## src/design/tpp_pkg.sv

```systemverilog
// Shared widths, register indexes and types for the timer prescaler/period block.
// No dependencies; imported by every module of the block.
`timescale 1ns / 1ps
`default_nettype none

package tpp_pkg;

  // Field widths
  localparam int unsigned CLK_W  = 32;
  localparam int unsigned FREQ_W = 32;
  localparam int unsigned LIM_W  = 16;
  localparam int unsigned CFG_IDX_W = 2;
  localparam int unsigned CFG_DAT_W = 32;
  // (limit + 1) * frequency needs one bit more than the limit
  localparam int unsigned PROD_W = LIM_W + 1 + FREQ_W;

  localparam int unsigned TPP_TIMER_WIDTH_DEF = 16;

  // Configuration register indexes
  localparam logic [CFG_IDX_W-1:0] CFG_CLOCK_RATE      = 2'd0;
  localparam logic [CFG_IDX_W-1:0] CFG_PRESCALER_LIMIT = 2'd1;
  localparam logic [CFG_IDX_W-1:0] CFG_PERIOD_LIMIT    = 2'd2;

  // Reset values
  localparam logic [CLK_W-1:0] CLOCK_RATE_RST = 32'd84000000;
  localparam logic [LIM_W-1:0] PRE_LIMIT_RST  = 16'hFFFF;
  localparam logic [LIM_W-1:0] PER_LIMIT_RST  = 16'hFFFF;

  // Divider result back to the sequencer
  typedef struct packed {
    logic             done;
    logic [CLK_W-1:0] quo;
  } div_res_t;

endpackage

`default_nettype wire

```

## src/design/tpp_div.sv

```systemverilog
// Restoring divider, one quotient bit per cycle, shared by all three quotients.
// Depends on tpp_pkg.
`timescale 1ns / 1ps
`default_nettype none

module tpp_div import tpp_pkg::*; (
  input  wire logic              clk,
  input  wire logic              rst_n,
  input  wire logic              start,
  input  wire logic [CLK_W-1:0]  num,
  input  wire logic [PROD_W-1:0] den,
  output div_res_t               res
);

  localparam int unsigned CNT_W = $clog2(CLK_W);

  logic              busy_r, busy_nxt;
  logic              done_r, done_nxt;
  logic [CNT_W-1:0]  cnt_r, cnt_nxt;
  logic [CLK_W-1:0]  rem_r, rem_nxt;
  logic [CLK_W-1:0]  quo_r, quo_nxt;
  logic [PROD_W-1:0] den_r, den_nxt;

  logic [CLK_W:0]    rem_sh;
  logic [PROD_W-1:0] rem_ext;
  logic [PROD_W-1:0] diff;
  logic              ge;

  // One restoring step: shift in next numerator bit, subtract if it fits
  assign rem_sh  = {rem_r, quo_r[CLK_W-1]};
  assign rem_ext = PROD_W'(rem_sh);
  assign ge      = (rem_ext >= den_r);
  assign diff    = rem_ext - den_r;

  always_comb begin
    busy_nxt = busy_r;
    done_nxt = 1'b0;
    cnt_nxt  = cnt_r;
    rem_nxt  = rem_r;
    quo_nxt  = quo_r;
    den_nxt  = den_r;
    if (start) begin
      busy_nxt = 1'b1;
      cnt_nxt  = '0;
      rem_nxt  = '0;
      quo_nxt  = num;
      den_nxt  = den;
    end else if (busy_r) begin
      rem_nxt = ge ? diff[CLK_W-1:0] : rem_sh[CLK_W-1:0];
      quo_nxt = {quo_r[CLK_W-2:0], ge};
      cnt_nxt = cnt_r + 1'b1;
      if (cnt_r == CNT_W'(CLK_W - 1)) begin
        busy_nxt = 1'b0;
        done_nxt = 1'b1;
      end
    end
  end

  // Control state
  always_ff @(posedge clk) begin
    if (!rst_n) begin
      busy_r <= 1'b0;
      done_r <= 1'b0;
      cnt_r  <= '0;
    end else begin
      busy_r <= busy_nxt;
      done_r <= done_nxt;
      cnt_r  <= cnt_nxt;
    end
  end

  // Datapath
  always_ff @(posedge clk) begin
    rem_r <= rem_nxt;
    quo_r <= quo_nxt;
    den_r <= den_nxt;
  end

  assign res.done = done_r;
  assign res.quo  = quo_r;

endmodule

`default_nettype wire

```

## src/design/timer_prescaler_period_calc.sv

```systemverilog
// Top level: config registers, sequencer, shared multiplier and result register.
// Depends on tpp_pkg and tpp_div.
//
//  channel | dir | handshake             | payload
//  in      | in  | in_valid / in_ready   | in_wanted_frequency
//  out     | out | out_valid / out_ready | out_valid_res, out_prescaler_value,
//          |     |                       | out_period_value
//  cfg     | in  | cfg_valid / cfg_ready | cfg_index, cfg_data
//
// A zero frequency goes from the idle state straight to the finishing state and
// on into the result register. Otherwise two or three quotients run in turn
// through the shared 32-step divider, the third only when the period must be
// pinned to its limit. in_ready is high only while the sequencer is idle.
// A finished result waits in the output register; the next transaction is
// taken while it waits. Config writes are always accepted.
`timescale 1ns / 1ps
`default_nettype none

module timer_prescaler_period_calc import tpp_pkg::*; #(
  parameter int unsigned TIMER_WIDTH = TPP_TIMER_WIDTH_DEF
) (
  input  wire logic                 clk,
  input  wire logic                 rst_n,
  input  wire logic                 in_valid,
  output logic                      in_ready,
  input  wire logic [FREQ_W-1:0]    in_wanted_frequency,
  output logic                      out_valid,
  input  wire logic                 out_ready,
  output logic                      out_valid_res,
  output logic [LIM_W-1:0]          out_prescaler_value,
  output logic [LIM_W-1:0]          out_period_value,
  input  wire logic                 cfg_valid,
  output logic                      cfg_ready,
  input  wire logic [CFG_IDX_W-1:0] cfg_index,
  input  wire logic [CFG_DAT_W-1:0] cfg_data
);

  // Limits saturate to the timer's counter width
  localparam int unsigned SAT_BITS = (TIMER_WIDTH < LIM_W) ? TIMER_WIDTH : LIM_W;
  localparam logic [LIM_W-1:0] LIM_TOP = LIM_W'((64'd1 << SAT_BITS) - 64'd1);

  localparam logic [3:0] S_IDLE = 4'd0;
  localparam logic [3:0] S_M1   = 4'd1;
  localparam logic [3:0] S_W1   = 4'd2;
  localparam logic [3:0] S_M2   = 4'd3;
  localparam logic [3:0] S_W2   = 4'd4;
  localparam logic [3:0] S_M3   = 4'd5;
  localparam logic [3:0] S_W3   = 4'd6;
  localparam logic [3:0] S_FIN  = 4'd7;

  logic [CLK_W-1:0]  clock_rate_r;
  logic [LIM_W-1:0]  pre_limit_r;
  logic [LIM_W-1:0]  per_limit_r;

  logic [3:0]        state_r, state_nxt;
  logic [FREQ_W-1:0] freq_r, freq_nxt;
  logic              vres_r, vres_nxt;
  logic [LIM_W-1:0]  pre_r, pre_nxt;
  logic [LIM_W-1:0]  per_r, per_nxt;

  logic              out_valid_r, out_valid_nxt;
  logic              out_vres_r, out_vres_nxt;
  logic [LIM_W-1:0]  out_pre_r, out_pre_nxt;
  logic [LIM_W-1:0]  out_per_r, out_per_nxt;

  logic [LIM_W-1:0]  pre_lim;
  logic [LIM_W-1:0]  per_lim;
  logic [LIM_W:0]    mul_a;
  logic [PROD_W-1:0] product;
  logic              div_start;
  div_res_t          div_res;
  logic [CLK_W-1:0]  quo_m1;

  // Configuration registers
  assign cfg_ready = 1'b1;

  always_ff @(posedge clk) begin
    if (!rst_n) begin
      clock_rate_r <= CLOCK_RATE_RST;
      pre_limit_r  <= PRE_LIMIT_RST;
      per_limit_r  <= PER_LIMIT_RST;
    end else if (cfg_valid) begin
      case (cfg_index)
        CFG_CLOCK_RATE:      clock_rate_r <= cfg_data[CLK_W-1:0];
        CFG_PRESCALER_LIMIT: pre_limit_r  <= cfg_data[LIM_W-1:0];
        CFG_PERIOD_LIMIT:    per_limit_r  <= cfg_data[LIM_W-1:0];
        default: ;
      endcase
    end
  end

  assign pre_lim = (pre_limit_r > LIM_TOP) ? LIM_TOP : pre_limit_r;
  assign per_lim = (per_limit_r > LIM_TOP) ? LIM_TOP : per_limit_r;

  // Shared multiplier; the divider registers the product as its divisor
  assign product = PROD_W'(mul_a) * PROD_W'(freq_r);
  assign quo_m1  = div_res.quo - 1'b1;

  tpp_div u_div (
    .clk   (clk),
    .rst_n (rst_n),
    .start (div_start),
    .num   (clock_rate_r),
    .den   (product),
    .res   (div_res)
  );

  // Sequencer
  always_comb begin
    state_nxt     = state_r;
    freq_nxt      = freq_r;
    vres_nxt      = vres_r;
    pre_nxt       = pre_r;
    per_nxt       = per_r;
    mul_a         = '0;
    div_start     = 1'b0;
    out_valid_nxt = out_valid_r & ~out_ready;
    out_vres_nxt  = out_vres_r;
    out_pre_nxt   = out_pre_r;
    out_per_nxt   = out_per_r;
    case (state_r)
      S_IDLE: begin
        if (in_valid) begin
          freq_nxt = in_wanted_frequency;
          if (in_wanted_frequency == '0) begin
            vres_nxt  = 1'b0;
            pre_nxt   = '0;
            per_nxt   = '0;
            state_nxt = S_FIN;
          end else begin
            vres_nxt  = 1'b1;
            state_nxt = S_M1;
          end
        end
      end
      // first guess: clk / ((per_lim + 1) * freq), capped
      S_M1: begin
        mul_a     = {1'b0, per_lim} + 1'b1;
        div_start = 1'b1;
        state_nxt = S_W1;
      end
      S_W1: begin
        if (div_res.done) begin
          pre_nxt   = (div_res.quo > CLK_W'(pre_lim)) ? pre_lim : div_res.quo[LIM_W-1:0];
          state_nxt = S_M2;
        end
      end
      // period for that prescaler
      S_M2: begin
        mul_a     = {1'b0, pre_r} + 1'b1;
        div_start = 1'b1;
        state_nxt = S_W2;
      end
      S_W2: begin
        if (div_res.done) begin
          if (div_res.quo > CLK_W'(per_lim)) begin
            per_nxt   = per_lim;
            state_nxt = S_M3;
          end else begin
            per_nxt   = div_res.quo[LIM_W-1:0];
            state_nxt = S_FIN;
          end
        end
      end
      // period pinned: prescaler = clk / (per_lim * freq) - 1, wraps then clamps
      S_M3: begin
        mul_a     = {1'b0, per_lim};
        div_start = 1'b1;
        state_nxt = S_W3;
      end
      S_W3: begin
        if (div_res.done) begin
          pre_nxt   = (quo_m1 > CLK_W'(pre_lim)) ? pre_lim : quo_m1[LIM_W-1:0];
          state_nxt = S_FIN;
        end
      end
      S_FIN: begin
        if (!out_valid_r || out_ready) begin
          out_valid_nxt = 1'b1;
          out_vres_nxt  = vres_r;
          out_pre_nxt   = pre_r;
          out_per_nxt   = per_r;
          state_nxt     = S_IDLE;
        end
      end
      default: state_nxt = S_IDLE;
    endcase
  end

  // Control state
  always_ff @(posedge clk) begin
    if (!rst_n) begin
      state_r     <= S_IDLE;
      out_valid_r <= 1'b0;
    end else begin
      state_r     <= state_nxt;
      out_valid_r <= out_valid_nxt;
    end
  end

  // Payload
  always_ff @(posedge clk) begin
    freq_r     <= freq_nxt;
    vres_r     <= vres_nxt;
    pre_r      <= pre_nxt;
    per_r      <= per_nxt;
    out_vres_r <= out_vres_nxt;
    out_pre_r  <= out_pre_nxt;
    out_per_r  <= out_per_nxt;
  end

  assign in_ready            = (state_r == S_IDLE);
  assign out_valid           = out_valid_r;
  assign out_valid_res       = out_vres_r;
  assign out_prescaler_value = out_pre_r;
  assign out_period_value    = out_per_r;

endmodule

`default_nettype wire

```

## config.mk

```make
export PLATFORM = sky130hd
export DESIGN_NAME = timer_prescaler_period_calc
export DESIGN_NICKNAME = d
export VERILOG_FILES = /design/src/design/tpp_pkg.sv /design/src/design/tpp_div.sv /design/src/design/timer_prescaler_period_calc.sv
export SDC_FILE = /design/constraint.sdc
export NUM_CORES = 2
export LEC_CHECK = 0
export BUFFER_PORTS_ARGS = -buffer_cell sky130_fd_sc_hd__buf_2
export CELL_PAD_IN_SITES_DETAIL_PLACEMENT = 0
export CELL_PAD_IN_SITES_GLOBAL_PLACEMENT = 1
export CORE_ASPECT_RATIO = 0.75
export CORE_MARGIN = 2
export CORE_UTILIZATION = 40
export DETAILED_ROUTE_END_ITERATION = 7
export PLACE_DENSITY_LB_ADDON = 0.1
export SLEW_MARGIN = 20
export SYNTH_ARGS = -nofsm -noshare
export SYNTH_HDL_FRONTEND = slang
export SYNTH_SLANG_ARGS = --single-unit
```

## constraint.sdc

```tcl
create_clock -name clk -period 16.9 [get_ports clk]
set_input_delay 2.535 -clock clk [delete_from_list [all_inputs] [get_ports clk]]
set_output_delay 2.535 -clock clk [all_outputs]
set_load 0.02 [all_outputs]
```

======== After elaboration in Yosys (flattened, before gate mapping) ========
Cells that the tools add are included.
cells by class
  $add $sub $neg .......................... 5
  multiply operators ...................... 1
  divide/modulo/power cells ............... 0
  magnitude comparators ................... 6
  equal/unequal tests ..................... 16
  shift-type cells ........................ 0
  muxes and demuxes ....................... 32
  bitwise operators ....................... 4
  reduce and logical (&&, ||, !) cells .... 19
operators by type and width
  cell                                                                    count
  16-bit 2-to-1 mux                                                       10
  32-bit by 16-bit > comparator with 1-bit output                         3
  32-bit 2-to-1 mux                                                       3
  17-bit one-hot mux with 3 select lines                                  1
  33-bit by 49-bit >= comparator with 1-bit output                        1
  17-bit by 32-bit multiplier with 49-bit output                          1
  16-bit one-hot mux with 3 select lines                                  1
  16-bit by 1-bit adder with 17-bit output (second input constant)        2
  16-bit > comparator (second input constant)                             2
  32-bit logical NOT                                                      1
  16-bit one-hot mux with 2 select lines                                  1
  4-bit one-hot mux with 8 select lines                                   1
  32-bit by 1-bit subtractor with 32-bit output (second input constant)   1
  32-bit subtractor                                                       1
  4-bit 2-to-1 mux                                                        5
  4-bit by 3-bit equality test with 1-bit output (second input constant)  4
  2-bit AND reduction                                                     5
  5-bit AND reduction                                                     2
  4-bit by 2-bit equality test with 1-bit output (second input constant)  2
  1-bit 2-to-1 mux                                                        8
  2-bit by 1-bit != test with 1-bit output (second input constant)        4
  3-bit OR reduction                                                      2
  5-bit by 1-bit adder with 5-bit output (second input constant)          1
  5-bit equality test (second input constant)                             1
  16 further kinds                                                        20
word-level totals
  register bits after elaboration ......... 287
  bits in latches ......................... 0
  memory bits (writable) .................. 0
  ROM bits ................................ 0
  input port bits ......................... 71
  word-level logic and storage cells ...... 101
  memories kept ........................... 0

======== Depth between registers and ports, before layout ========
  depth after elaboration ................. 6
  depth in mapped cells ................... 38
  mapped depth without buffers ............ 32

======== Cells and area by module ========
From an unflattened synthesis, not the netlist that was laid out.
second synthesis, totals
  cell total of the unflattened synthesis .. 3536
  area total of the unflattened synthesis .. 32517.4 µm²
by module, submodules not included
  module                       instances  cells each  area an instance (µm²)  sequential area each (µm²)
  timer_prescaler_period_calc  1          2913        26001.2                 4304.1
  tpp_div                      1          623         6516.2                  3213.1

======== Least setup slack after synthesis ========
OpenSTA, ideal clock, no wires.
  path kind ............................... register to register
  start point ............................. register state_r[1]
  end point ............................... register u_div.den_r[45] (data pin)
  library setup time ...................... 0.271 ns
  arrival time ............................ 8.347 ns
  path slack .............................. 8.282 ns
  stages on the path, launching flop included .. 37
  buffers on the path ..................... 6
  period minus slack after synthesis ...... 8.618 ns
  cells stage by stage .................... dfxtp_1 -> buf_2 -> and3b_1 -> clkbuf_1 -> clkbuf_1 -> nand2_1 -> o21ai_0 -> ha_1 -> o21ai_0 -> nor2_1 -> xnor2_1 -> o22ai_1 -> and2_1 -> clkbuf_1 -> clkbuf_1 -> nand2_1 -> fa_1 -> inv_1 -> fa_1 -> inv_1 -> fa_1 -> inv_1 -> fa_1 -> fa_1 -> inv_1 -> fa_1 -> inv_1 -> ha_1 -> clkbuf_1 -> a21o_1 -> a311oi_1 -> nand3_1 -> a311o_1 -> and2_1 -> a41o_1 -> a2111oi_0 -> xnor2_1
on the way
  longest elaborated chain between the ends .. 3
ends and longest elaborated chain
  element                                                                 line                                text
  from (decl)                                                             timer_prescaler_period_calc.sv:55   logic [3:0] state_r, state_nxt;
  from (signal assigned)                                                  timer_prescaler_period_calc.sv:196  state_r <= state_nxt;
  4-bit by 3-bit equality test with 1-bit output (tied with other cells)  timer_prescaler_period_calc.sv:121  case (state_r)
  17-bit one-hot mux with 3 select lines (*)                              timer_prescaler_period_calc.sv:121
  17-bit by 32-bit multiplier with 49-bit output (*)                      timer_prescaler_period_calc.sv:96   assign product = PROD_W'(mul_a) * PROD_W'(freq_r);
  net product[45]                                                         timer_prescaler_period_calc.sv:69   logic [PROD_W-1:0] product;
  to (signal assigned)                                                    tpp_div.sv:76                       den_r <= den_nxt;
  to (decl)                                                               tpp_div.sv:22                       logic [PROD_W-1:0] den_r, den_nxt;
Mark *: on every way through the listed nets, which the timed path passes. The rest lies on a longest branch.
A chain may end at the register's enable or synchronous reset.

======== Worst setup path after layout ========
  start point ............................. register state_r[0]
  end point ............................... register u_div.den_r[47] (data pin)
The elaborated chain is that of the path after synthesis.

==> impl_metrics.env <==
export IMPL_initial_utilization_pct=40.6
export IMPL_status="finished clean"
export IMPL_vias=26006
export IMPL_dp_cells=4725
export IMPL_rsz0062_at_grt="false"
export IMPL_vias_per_cell=5.43
export IMPL_antenna_left=0
export IMPL_fin_setup_tns_ns=0
export IMPL_synth_seq_cells=286
export IMPL_crit_start="state_r[0]"
export IMPL_htreeDepth=2
export IMPL_grt_max_degree=88
export IMPL_r2r_start="state_r[0]"
export IMPL_vdd_drop_max_mv=0.0673
export IMPL_fin_crit_sh_pct=63.1
export IMPL_place_port_buffers=105
export IMPL_gp_congestion=0.922
export IMPL_io_pins=107
export IMPL_areaGrowthSynthToFinish_pct=7.90
export IMPL_post_cts_buffers=0
export IMPL_cts_sinks=286
export IMPL_drt_pre_antenna_iters=5
export IMPL_fin_nets=4434
export IMPL_grt_overflow_total=0
export IMPL_fp_dieArea_um2=84400
export IMPL_worstHoldPathType="flop to flop"
export IMPL_avgSynthCellArea_um2=8.82
export IMPL_synth_area_top_cells="fa_1, edfxtp_1, nand2_1, ha_1, inv_1"
export IMPL_yosys_warnings=0
export IMPL_ff2ff_setup_slack_ns=6.24
export IMPL_layout_drive_gt1_share_pct=6.40
export IMPL_tightest_slew_ns=1.12
export IMPL_synth_top_area_share_pct=27.4
export IMPL_slowest_delay_ns=0.77
export IMPL_leakagePower_nw=17.5
export IMPL_synth_cell_types=79
export IMPL_arrival_ns=10.97
export IMPL_synth_area_um2=32800
export IMPL_path_clk_slew_ns=0.06
export IMPL_relSlewSlack_pct=24.8
export IMPL_dieHeight_um=252
export IMPL_cp_endpoint="u_div.den_r[47]"
export IMPL_num_rows=90
export IMPL_cts_resized_gates=0
export IMPL_synth_edf_count=179
export IMPL_drc=0
export IMPL_ys_seq_area_share_pct=22.9
export IMPL_antenna_found_initial=5
export IMPL_die_x_um=335
export IMPL_cap_violations=0
export IMPL_p_per_area_nw_per_um2=96.8
export IMPL_synth_top_cell_by_area="fa_1"
export IMPL_crit_path_end_kind="flop"
export IMPL_synth_flop_cell="edfxtp_1"
export IMPL_synth_nets=4452
export IMPL_grt_usage_pct=24.7
export IMPL_crit_path_top_delay_cell="o41ai_1"
export IMPL_timing_rr_end="u_div.den_r[47]"
export IMPL_hold_slack_ns=0.417
export IMPL_clockBufferDepth=3
export IMPL_postLayoutCoreUtil_pct=43.8
export IMPL_reg2reg_depth=29
export IMPL_fmax_mhz=93.8
export IMPL_stdcell_count=4790
export IMPL_drt_iter0_drc=1966
export IMPL_grt_pass1_vias=26514
export IMPL_crit_fanout=87
export IMPL_cp_data_required_time_ns=17.21
export IMPL_holdBufCountCts=0
export IMPL_power_mw=3.43
export IMPL_setup_viol=0
export IMPL_slew_violations=0
export IMPL_grt_first_pass_wirelength_um=160000
export IMPL_antenna_cells=0
export IMPL_async_flop_share_pct=0
export IMPL_timing_final_crit_period_ns=10.66
export IMPL_placeableCoreArea_um2=80900
export IMPL_wl_per_cell_um=21.5
export IMPL_postSynthCellCount=3723
export IMPL_routed_wl_um=103000
export IMPL_cts_buffers=36
export IMPL_clk_latency_ns=0.58
export IMPL_cts_tree="built"
export IMPL_crit_top_cell="fa_1"
export IMPL_final_hold_viol_count=0
export IMPL_start_kind="flop"
export IMPL_dp_hpwl_um=79100
export IMPL_critPathKind="flop to flop"
export IMPL_root_buffer="clkbuf_16"
export IMPL_skew_ns=0.0376
layer usage:
| layer | up-vias | global-route usage [%] | share of wire [%] |
|---|---|---|---|
| met1 | 13254 | 38.4 | 50 |
| li1 | 11882 | - | - |
| met2 | 777 | 36.0 | 42 |
| met5 | - | 0 | 0 |
| met4 | 0 | 4.30 | 1.5 |
| met3 | 93 | 4.45 | 6.7 |
state kept, by name, indices dropped and copies added, names as in the netlist, 32 cells and up:
name          flops
u_div.den_r      49
clock_rate_r     32
freq_r           32
u_div.quo_r      32
u_div.rem_r      32
logic make-up after synthesis:
| logic type | after synthesis | share of synthesized area, % |
|---|---|---|
| AND/OR/NAND/NOR | 1243 | 17.5 |
| buffers and inverters | 903 | 10.4 |
| adder cells (fa/ha/maj) | 658 | 35.4 |
| AO/OA/AOI/OAI | 500 | 10.2 |
| flip-flops | 286 | 22.9 |
| XOR/XNOR | 107 | 2.85 |
| multiplexers | 25 | 0.770 |
| other | 1 | 0.0114 |
cells in the mapped netlist, types with 33 or more instances:
cell / n
nand2_1: 707
inv_1: 686
fa_1: 450
ha_1: 208
edfxtp_1: 179
clkbuf_1: 171
and3_1: 126
dfxtp_1: 107
nor2_1: 98
o21ai_0: 98
a21oi_1: 97
and2_1: 79
a21o_1: 71
xnor2_1: 63
nand3_1: 56
nand4_1: 48
xor2_1: 44
o211ai_1: 41
buf_1: 34
nor3_1: 33
cell type report:
class	count	area (um^2)
fill	8114	45400
multi-input combinational	2534	21900
sequential	286	7520
inverter	687	2580
tap	1058	1320
clock buffer	52	1000
timing repair buffer	160	958
clock inverter	13	104
report_power, final:
group / switching, mW / internal [mW] / total (mW)
Sequential: 0.0854 / 0.847 / 0.932
Clock: 0.327 / 0.416 / 0.742
Combinational: 1.11 / 0.640 / 1.76
Total: 1.53 / 1.90 / 3.43
critical path, delay by kind of cell (launching register included):
kind	cells	cell delay (ns)
AOI/OAI and AO/OA	9	2.63
xor gates and xnor gates	1	0.16
adders and majority gates	7	3.58
buffers and inverters	5	1.19
DFF	1	0.34
muxes	1	0.16
and+or+nand+nor	6	2.31
metrics by stage:
stage / setup WS, ns / cell area [um^2]
after floorplan: 8.28 / 32800
after global placement: 6.42 / 34300
after detailed placement: 6.51 / 34300
after CTS: 6.46 / 35400
after global routing: 5.72 / 35400
final: 6.24 / 35400
layout by cell type, fill, tap and decap left out, types with 20 or more instances in the layout:
cell	Yosys	final
nand4_1	48	48
o211ai_1	41	41
nand3_1	56	56
edfxtp_1	179	179
xor2_1	44	44
xnor2_1	63	63
a21oi_1	97	97
nand2_1	707	706
fa_1	450	450
buf_4	3	54
nor4_1	21	20
o21ai_0	98	97
buf_2	4	105
a21boi_0	27	27
clkbuf_16	0	36
nor3_1	33	33
a31oi_1	27	27
mux2i_1	23	23
inv_1	686	686
ha_1	208	208
and2_1	79	77
dfxtp_1	107	106
and3_1	126	126
nor2_1	98	95
a21o_1	71	71
worst min path at each step:
stage / depth (start not counted) / to / slack (ns) / start
after CTS: 0 / out_period_value[14] / 0.42 / per_r[14]
after global placement: 0 / out_period_value[15] / 0.41 / per_r[15]
after detailed placement: 0 / out_period_value[14] / 0.40 / per_r[14]
after global routing: 0 / out_period_value[14] / 0.44 / per_r[14]
final: 0 / out_period_value[14] / 0.42 / per_r[14]
after floorplan: 0 / out_period_value[0] / 0.40 / per_r[0]
(Power assumes the default switching activity.)
